$ cat src/hw/rtl/sha256_pkg.sv
// Shared types and constants for the SHA-256 hash core.
package sha256_pkg;

  // Working variables a..h, index 0 is a.
  typedef logic [7:0][31:0] wvars_t;

  // Sixteen-word block buffer / schedule window, index 15 is the oldest word.
  typedef logic [15:0][31:0] blk_t;

  typedef enum logic [2:0] {
    ST_IDLE,
    ST_PAD,
    ST_LEN,
    ST_COMP,
    ST_FIN
  } state_t;

  localparam logic [7:0] PAD_BYTE   = 8'h80;
  localparam logic [5:0] LEN_OFFSET = 6'd56;

  localparam wvars_t INIT_HASH = {
    32'h5be0cd19, 32'h1f83d9ab, 32'h9b05688c, 32'h510e527f,
    32'ha54ff53a, 32'h3c6ef372, 32'hbb67ae85, 32'h6a09e667
  };

  localparam logic [31:0] ROUND_K [64] = '{
    32'h428a2f98, 32'h71374491, 32'hb5c0fbcf, 32'he9b5dba5,
    32'h3956c25b, 32'h59f111f1, 32'h923f82a4, 32'hab1c5ed5,
    32'hd807aa98, 32'h12835b01, 32'h243185be, 32'h550c7dc3,
    32'h72be5d74, 32'h80deb1fe, 32'h9bdc06a7, 32'hc19bf174,
    32'he49b69c1, 32'hefbe4786, 32'h0fc19dc6, 32'h240ca1cc,
    32'h2de92c6f, 32'h4a7484aa, 32'h5cb0a9dc, 32'h76f988da,
    32'h983e5152, 32'ha831c66d, 32'hb00327c8, 32'hbf597fc7,
    32'hc6e00bf3, 32'hd5a79147, 32'h06ca6351, 32'h14292967,
    32'h27b70a85, 32'h2e1b2138, 32'h4d2c6dfc, 32'h53380d13,
    32'h650a7354, 32'h766a0abb, 32'h81c2c92e, 32'h92722c85,
    32'ha2bfe8a1, 32'ha81a664b, 32'hc24b8b70, 32'hc76c51a3,
    32'hd192e819, 32'hd6990624, 32'hf40e3585, 32'h106aa070,
    32'h19a4c116, 32'h1e376c08, 32'h2748774c, 32'h34b0bcb5,
    32'h391c0cb3, 32'h4ed8aa4a, 32'h5b9cca4f, 32'h682e6ff3,
    32'h748f82ee, 32'h78a5636f, 32'h84c87814, 32'h8cc70208,
    32'h90befffa, 32'ha4506ceb, 32'hbef9a3f7, 32'hc67178f2
  };

endpackage

$ cat src/hw/rtl/sha256_hash_core.sv
// SHA-256 hash core: byte stream in, 256-bit digest out, one shared round unit.
// Flow: bytes are taken only in idle; a byte that completes a 64-byte block starts a
//   compression (64 rounds of the single round unit, then the chain add).
// End of message: 1..64 padding bytes and one length step, plus one or two compressions;
//   the final chain add registers the digest on out_*, waiting while the last is unclaimed.
// Reset (rst_n low, synchronous) loads the initial hash, clears length and control.
module sha256_hash_core (
  input  logic         clk,
  input  logic         rst_n,
  input  logic         in_tvalid,
  output logic         in_tready,
  input  logic [7:0]   in_tdata,   // [7:0] data_byte
  input  logic         in_tuser,   // byte_present
  input  logic         in_tlast,   // end_of_message
  output logic         out_tvalid,
  input  logic         out_tready,
  output logic [255:0] out_tdata   // digest_word_0 [31:0] .. digest_word_7 [255:224]
);

  sha256_pkg::state_t state_r, state_nxt;
  sha256_pkg::wvars_t chain_r, chain_nxt;    // chaining value H0..H7
  sha256_pkg::wvars_t wv_r, wv_nxt;          // a..h
  sha256_pkg::wvars_t digest_r, digest_nxt;
  sha256_pkg::wvars_t wv_rnd, sums;
  sha256_pkg::blk_t   blk_r, blk_nxt;        // block buffer, doubles as schedule window
  logic [511:0]       blk_flat;
  logic [63:0]        count_r, count_nxt;    // message length in bits, wraps
  logic [5:0]         fill_r, fill_nxt;      // bytes in the current block
  logic [5:0]         rnd_r, rnd_nxt;
  logic               sent80_r, sent80_nxt;  // pad byte already inserted
  logic               pad_r, pad_nxt;        // padding in progress
  logic               final_r, final_nxt;    // last compression of the message
  logic               out_valid_r, out_valid_nxt;
  logic [31:0]        wnew;
  logic [7:0]         pad_byte;

  assign blk_flat   = blk_r;
  assign in_tready  = (state_r == sha256_pkg::ST_IDLE);
  assign out_tvalid = out_valid_r;
  assign out_tdata  = digest_r;
  assign pad_byte   = sent80_r ? 8'h00 : sha256_pkg::PAD_BYTE;

  sha256_round u_round (
    .wv_i   (wv_r),
    .k_i    (sha256_pkg::ROUND_K[rnd_r]),
    .win_i  (blk_r),
    .wv_o   (wv_rnd),
    .wnew_o (wnew)
  );

  always_comb begin
    for (int i = 0; i < 8; i++) begin
      sums[i] = chain_r[i] + wv_r[i];
    end
  end

  always_comb begin
    state_nxt     = state_r;
    chain_nxt     = chain_r;
    wv_nxt        = wv_r;
    digest_nxt    = digest_r;
    blk_nxt       = blk_r;
    count_nxt     = count_r;
    fill_nxt      = fill_r;
    rnd_nxt       = rnd_r;
    sent80_nxt    = sent80_r;
    pad_nxt       = pad_r;
    final_nxt     = final_r;
    out_valid_nxt = out_valid_r;

    if (out_valid_r && out_tready) begin
      out_valid_nxt = 1'b0;
    end

    unique case (state_r)
      sha256_pkg::ST_IDLE: begin
        if (in_tvalid) begin
          if (in_tuser) begin
            blk_nxt   = {blk_flat[503:0], in_tdata};
            count_nxt = count_r + 64'd8;
            fill_nxt  = fill_r + 6'd1;
            if (fill_r == 6'd63) begin
              // block full: compress, then pad if this request also ends the message
              state_nxt = sha256_pkg::ST_COMP;
              wv_nxt    = chain_r;
              rnd_nxt   = '0;
              pad_nxt   = in_tlast;
            end else if (in_tlast) begin
              state_nxt = sha256_pkg::ST_PAD;
              pad_nxt   = 1'b1;
            end
          end else if (in_tlast) begin
            state_nxt = sha256_pkg::ST_PAD;
            pad_nxt   = 1'b1;
          end
        end
      end
      sha256_pkg::ST_PAD: begin
        blk_nxt    = {blk_flat[503:0], pad_byte};
        sent80_nxt = 1'b1;
        fill_nxt   = fill_r + 6'd1;
        if (fill_r == 6'd63) begin
          state_nxt = sha256_pkg::ST_COMP;
          wv_nxt    = chain_r;
          rnd_nxt   = '0;
        end else if (fill_r == sha256_pkg::LEN_OFFSET - 6'd1) begin
          state_nxt = sha256_pkg::ST_LEN;
        end
      end
      sha256_pkg::ST_LEN: begin
        blk_nxt   = {blk_flat[447:0], count_r};
        fill_nxt  = '0;
        final_nxt = 1'b1;
        state_nxt = sha256_pkg::ST_COMP;
        wv_nxt    = chain_r;
        rnd_nxt   = '0;
      end
      sha256_pkg::ST_COMP: begin
        wv_nxt  = wv_rnd;
        blk_nxt = {blk_r[14:0], wnew};
        rnd_nxt = rnd_r + 6'd1;
        if (rnd_r == 6'd63) begin
          state_nxt = sha256_pkg::ST_FIN;
        end
      end
      sha256_pkg::ST_FIN: begin
        if (final_r) begin
          // hold here while the previous digest is still unclaimed
          if (!out_valid_r || out_tready) begin
            digest_nxt    = sums;
            out_valid_nxt = 1'b1;
            chain_nxt     = sha256_pkg::INIT_HASH;
            count_nxt     = '0;
            sent80_nxt    = 1'b0;
            pad_nxt       = 1'b0;
            final_nxt     = 1'b0;
            state_nxt     = sha256_pkg::ST_IDLE;
          end
        end else begin
          chain_nxt = sums;
          state_nxt = pad_r ? sha256_pkg::ST_PAD : sha256_pkg::ST_IDLE;
        end
      end
      default: begin
        state_nxt = sha256_pkg::ST_IDLE;
      end
    endcase
  end

  always_ff @(posedge clk) begin
    if (!rst_n) begin
      state_r     <= sha256_pkg::ST_IDLE;
      chain_r     <= sha256_pkg::INIT_HASH;
      count_r     <= '0;
      fill_r      <= '0;
      rnd_r       <= '0;
      sent80_r    <= 1'b0;
      pad_r       <= 1'b0;
      final_r     <= 1'b0;
      out_valid_r <= 1'b0;
    end else begin
      state_r     <= state_nxt;
      chain_r     <= chain_nxt;
      count_r     <= count_nxt;
      fill_r      <= fill_nxt;
      rnd_r       <= rnd_nxt;
      sent80_r    <= sent80_nxt;
      pad_r       <= pad_nxt;
      final_r     <= final_nxt;
      out_valid_r <= out_valid_nxt;
    end
  end

  always_ff @(posedge clk) begin
    wv_r     <= wv_nxt;
    blk_r    <= blk_nxt;
    digest_r <= digest_nxt;
  end

  // last round always hands over to the chain add
  a_rnd_end: assert property (@(posedge clk) disable iff (!rst_n)
    (state_r == sha256_pkg::ST_COMP && rnd_r == 6'd63) |=> (state_r == sha256_pkg::ST_FIN))
    else $error("round counter did not end compression");

  // length words always land at bytes 56..63
  a_len_pos: assert property (@(posedge clk) disable iff (!rst_n)
    (state_r == sha256_pkg::ST_LEN) |-> (fill_r == sha256_pkg::LEN_OFFSET))
    else $error("length inserted at wrong block offset");

  // a byte that fills the block starts a compression
  a_full_comp: assert property (@(posedge clk) disable iff (!rst_n)
    (in_tvalid && in_tready && in_tuser && fill_r == 6'd63)
      |=> (state_r == sha256_pkg::ST_COMP && rnd_r == 6'd0))
    else $error("full block not compressed");

  // final compression always works on a freshly closed block
  a_final_fill: assert property (@(posedge clk) disable iff (!rst_n)
    (state_r == sha256_pkg::ST_FIN && final_r) |-> (fill_r == 6'd0 && sent80_r))
    else $error("final compression without padding");

endmodule

$ cat src/hw/rtl/sha256_round.sv
// One SHA-256 compression round plus one message schedule step.
module sha256_round (
  input  sha256_pkg::wvars_t wv_i,     // a..h before the round
  input  logic [31:0]        k_i,      // round constant
  input  sha256_pkg::blk_t   win_i,    // schedule window, [15] is W[t]
  output sha256_pkg::wvars_t wv_o,     // a..h after the round
  output logic [31:0]        wnew_o    // W[t+16]
);

  function automatic logic [31:0] rotr(input logic [31:0] v, input int k);
    rotr = (v >> k) | (v << (32 - k));
  endfunction

  logic [31:0] big0, big1, ch, mj, t1, t2, s0, s1;

  always_comb begin
    big1 = rotr(wv_i[4], 6) ^ rotr(wv_i[4], 11) ^ rotr(wv_i[4], 25);
    ch   = (wv_i[4] & wv_i[5]) ^ (~wv_i[4] & wv_i[6]);
    t1   = wv_i[7] + big1 + ch + k_i + win_i[15];
    big0 = rotr(wv_i[0], 2) ^ rotr(wv_i[0], 13) ^ rotr(wv_i[0], 22);
    mj   = (wv_i[0] & wv_i[1]) ^ (wv_i[0] & wv_i[2]) ^ (wv_i[1] & wv_i[2]);
    t2   = big0 + mj;

    wv_o[7] = wv_i[6];
    wv_o[6] = wv_i[5];
    wv_o[5] = wv_i[4];
    wv_o[4] = wv_i[3] + t1;
    wv_o[3] = wv_i[2];
    wv_o[2] = wv_i[1];
    wv_o[1] = wv_i[0];
    wv_o[0] = t1 + t2;

    // W[t+16] = s1(W[t+14]) + W[t+9] + s0(W[t+1]) + W[t]
    s0 = rotr(win_i[14], 7) ^ rotr(win_i[14], 18) ^ (win_i[14] >> 3);
    s1 = rotr(win_i[1], 17) ^ rotr(win_i[1], 19) ^ (win_i[1] >> 10);
    wnew_o = win_i[15] + s0 + win_i[6] + s1;
  end

endmodule
$ cat config.mk
export PLATFORM = sky130hd
export DESIGN_NAME = sha256_hash_core
export DESIGN_NICKNAME = d
export VERILOG_FILES = /design/src/hw/rtl/sha256_pkg.sv /design/src/hw/rtl/sha256_hash_core.sv /design/src/hw/rtl/sha256_round.sv
export SDC_FILE = /design/constraint.sdc
export NUM_CORES = 2
export LEC_CHECK = 0
export ABC_AREA = 1
export ABC_CLOCK_PERIOD_IN_PS = 16700
export BUFFER_PORTS_ARGS = -buffer_cell sky130_fd_sc_hd__buf_2
export CAP_MARGIN = 20
export CELL_PAD_IN_SITES_DETAIL_PLACEMENT = 1
export CELL_PAD_IN_SITES_GLOBAL_PLACEMENT = 1
export CORE_MARGIN = 2
export CORE_UTILIZATION = 35
export DETAILED_ROUTE_END_ITERATION = 7
export MAX_ROUTING_LAYER = met4
export PLACE_DENSITY_LB_ADDON = 0.1
export SLEW_MARGIN = 25
export SYNTH_ARGS = -nofsm -noshare
export SYNTH_HDL_FRONTEND = slang
export SYNTH_SLANG_ARGS = --single-unit
$ cat constraint.sdc
create_clock -name clk -period 16.7 [get_ports clk]
set_clock_uncertainty 0.15 [all_clocks]
set_input_delay 3.34 -clock clk [delete_from_list [all_inputs] [get_ports clk]]
set_output_delay 3.34 -clock clk [all_outputs]
set_load 0.03 [all_outputs]
==> results_dict.tcl <==
set metrics [dict create \
    grt_first_pass_wirelength_um 573000 \
    hold_viol 0 \
    place_area_sq_um 92700 \
    finalSetupTns_ns 0 \
    timing.hold.ws_ns 0.328 \
    avgSynthCellArea_sq_um 8.43 \
    gr-usage-met3 0.0385 \
    end_kind "register" \
    gr-usage-met2 0.486 \
    outcome "complete, no violations" \
    post-route-period-util 0.526 \
    path_buf_inv 6 \
    slowest_stage "dfxtp_1" \
    layout_common_cells "nand2_1, inv_1, edfxtp_1, o21ai_0, a21oi_1" \
    arrival_ns 9.25 \
    path_clk_slew_ns 0.07 \
    die_w_um 506 \
    maxCapViolCount 0 \
    cp_max_fo 14 \
    synth_top_area_share 0.349 \
    cts_hold_buf 0 \
    netlist_top_cells_area "edfxtp_1, nand2_1, dfxtp_1" \
    synthArstFlopShare 0 \
    final_cell_area_sq_um 98500 \
    synth_area_leader_cell "edfxtp_1" \
    seq_area_frac_synth 0.426 \
    vias 77600 \
    ioPinCount 272 \
    die-area_sq_um 256000 \
    cts.path.max_buffers 3 \
    drive_above_1_share 0.0660 \
    htreeDepth 4 \
    fp.dieH_um 506 \
    met1_usage 0.420 \
    cp.required_ns 17.17 \
    clock_latency_ns 0.89 \
    core_sq_um 251000 \
    setup_viol 0 \
    final.fill_count 29400 \
    dr.pass1.iters 6 \
    synth_edf_count 1024 \
    ys.warnings.count 0 \
    ys_ff_latch 1360 \
    layout.nets 11100 \
    grt_usage 0.314 \
    crit_type "reg2reg" \
    cts_root_buf "clkbuf_16" \
    path_common_cell "nand2_1" \
    vias_per_cell 5.53 \
    initial_utilization 0.351 \
    cts_buffers 164 \
    final_common_cell "nand2_1" \
    max_slew_margin 0.256 \
    fin_ws_ns 7.92 \
    place_ws_ns 7.99 \
    tightest_slew_ns 1.12 \
    cp_top_family "simple AND/OR/NAND/NOR gates" \
    yosysUniqueCellTypes 65 \
    grt.overflow.total 0 \
    rsz0062_at_grt "false" \
    crit_path_start_kind "register" \
    netlist_area_sq_um 88000 \
    syn_nets 11000 \
    grt_pass1_vias 80000 \
    antenna_found_initial 19 \
    cts_resized 0 \
    syn_to_final_growth_pct 11.9 \
    hold_class "reg2reg" \
    syn_inst 10400 \
    grt_max_degree 214 \
    place_congestion 0.999 \
    ys.flop_type "edfxtp_1" \
    dp_hpwl_um 309000 \
    drc_errors 0 \
    post_cts.repair.setup_buffers 0 \
    grt_busiest_layer "met2" \
    wirelength_um 398000 \
    finalCriticalPeriod_ns 8.78 \
    row_count 184 \
    drt_iter0_drc 6854 \
    port_buffers 271 \
    routedWlPerCell_um 28.4 \
    antenna_left 0 \
    max_stage_delay_ns 0.71 \
    slew_violations 0 \
    cts_sinks 1360 \
    cts_tree "built" \
    max_freq_mhz 114 \
]
flip-flops by register name, indices dropped and copies added, names as in the netlist:
name and flops:
state_r 3, out_tdata 256, chain_r 256, rnd_r 6
out_tvalid 1, sent80_r 1, fill_r 6, wv_r 256
pad_r 1, blk_flat 512, count_r 61, final_r 1
routing by layer:
layer | vias up | part of all wire
met5 | - | 0
met4 | 0 | 0.040
met3 | 529 | 0.049
met2 | 2112 | 0.45
met1 | 39400 | 0.46
li1 | 35600 | -
synth_stat cells, drive strengths merged (287+ instances only):
| cell | n |
|---|---|
| a21oi | 597 |
| clkbuf | 369 |
| dfxtp | 336 |
| edfxtp | 1024 |
| ha | 398 |
| inv | 1716 |
| nand2 | 2303 |
| nand3 | 361 |
| nor2 | 573 |
| o21ai | 668 |
| o221ai | 491 |
| xor2 | 287 |
metrics by stage:
step | std cells | util
floorplan | 10400 | -
global placement | 13700 | 0.370
detailed placement | 13700 | 0.370
CTS | 14000 | 0.393
global route | 14000 | 0.393
finish | 14000 | 0.393
tightest hold or removal path: stages (launching register included):
cell     delay (ns)
dfxtp_1        0.32
nand2_1        0.06
a21oi_1        0.05
cell families after synthesis:
kind of cell	share of synthesized area
AOI/OAI and AO/OA	0.161
xor gates and xnor gates	0.0479
and+or+nand+nor	0.170
muxes	0.00239
adders and majority gates	0.101
DFF	0.426
buffers and inverters	0.0921
worst paths after layout:
path                                from  depth (start not counted)        to  slack [ns]
worst min register to register  sent80_r                          2  sent80_r        0.33
worst max register to register  rnd_r[0]                         32  wv_r[30]        7.92
worst max-delay path            rnd_r[0]                         32  wv_r[30]        7.92
worst min-delay path            sent80_r                          2  sent80_r        0.33
layout make-up:
type	instances	area, sq um	area share
repair buffers	355	2090	0.0213
flip-flops and latches	1360	37500	0.380
clock inverters	107	1320	0.0134
multi-input cells	6932	42500	0.432
well taps	3348	4190	0.0425
clock buffers	203	4430	0.0449
diodes	12	30.0	0.000305
inverters	1717	6480	0.0658
Power is left out: the tool's default activity adds up to more than one toggle a clock period on the data nets, which glitch-free logic cannot reach.
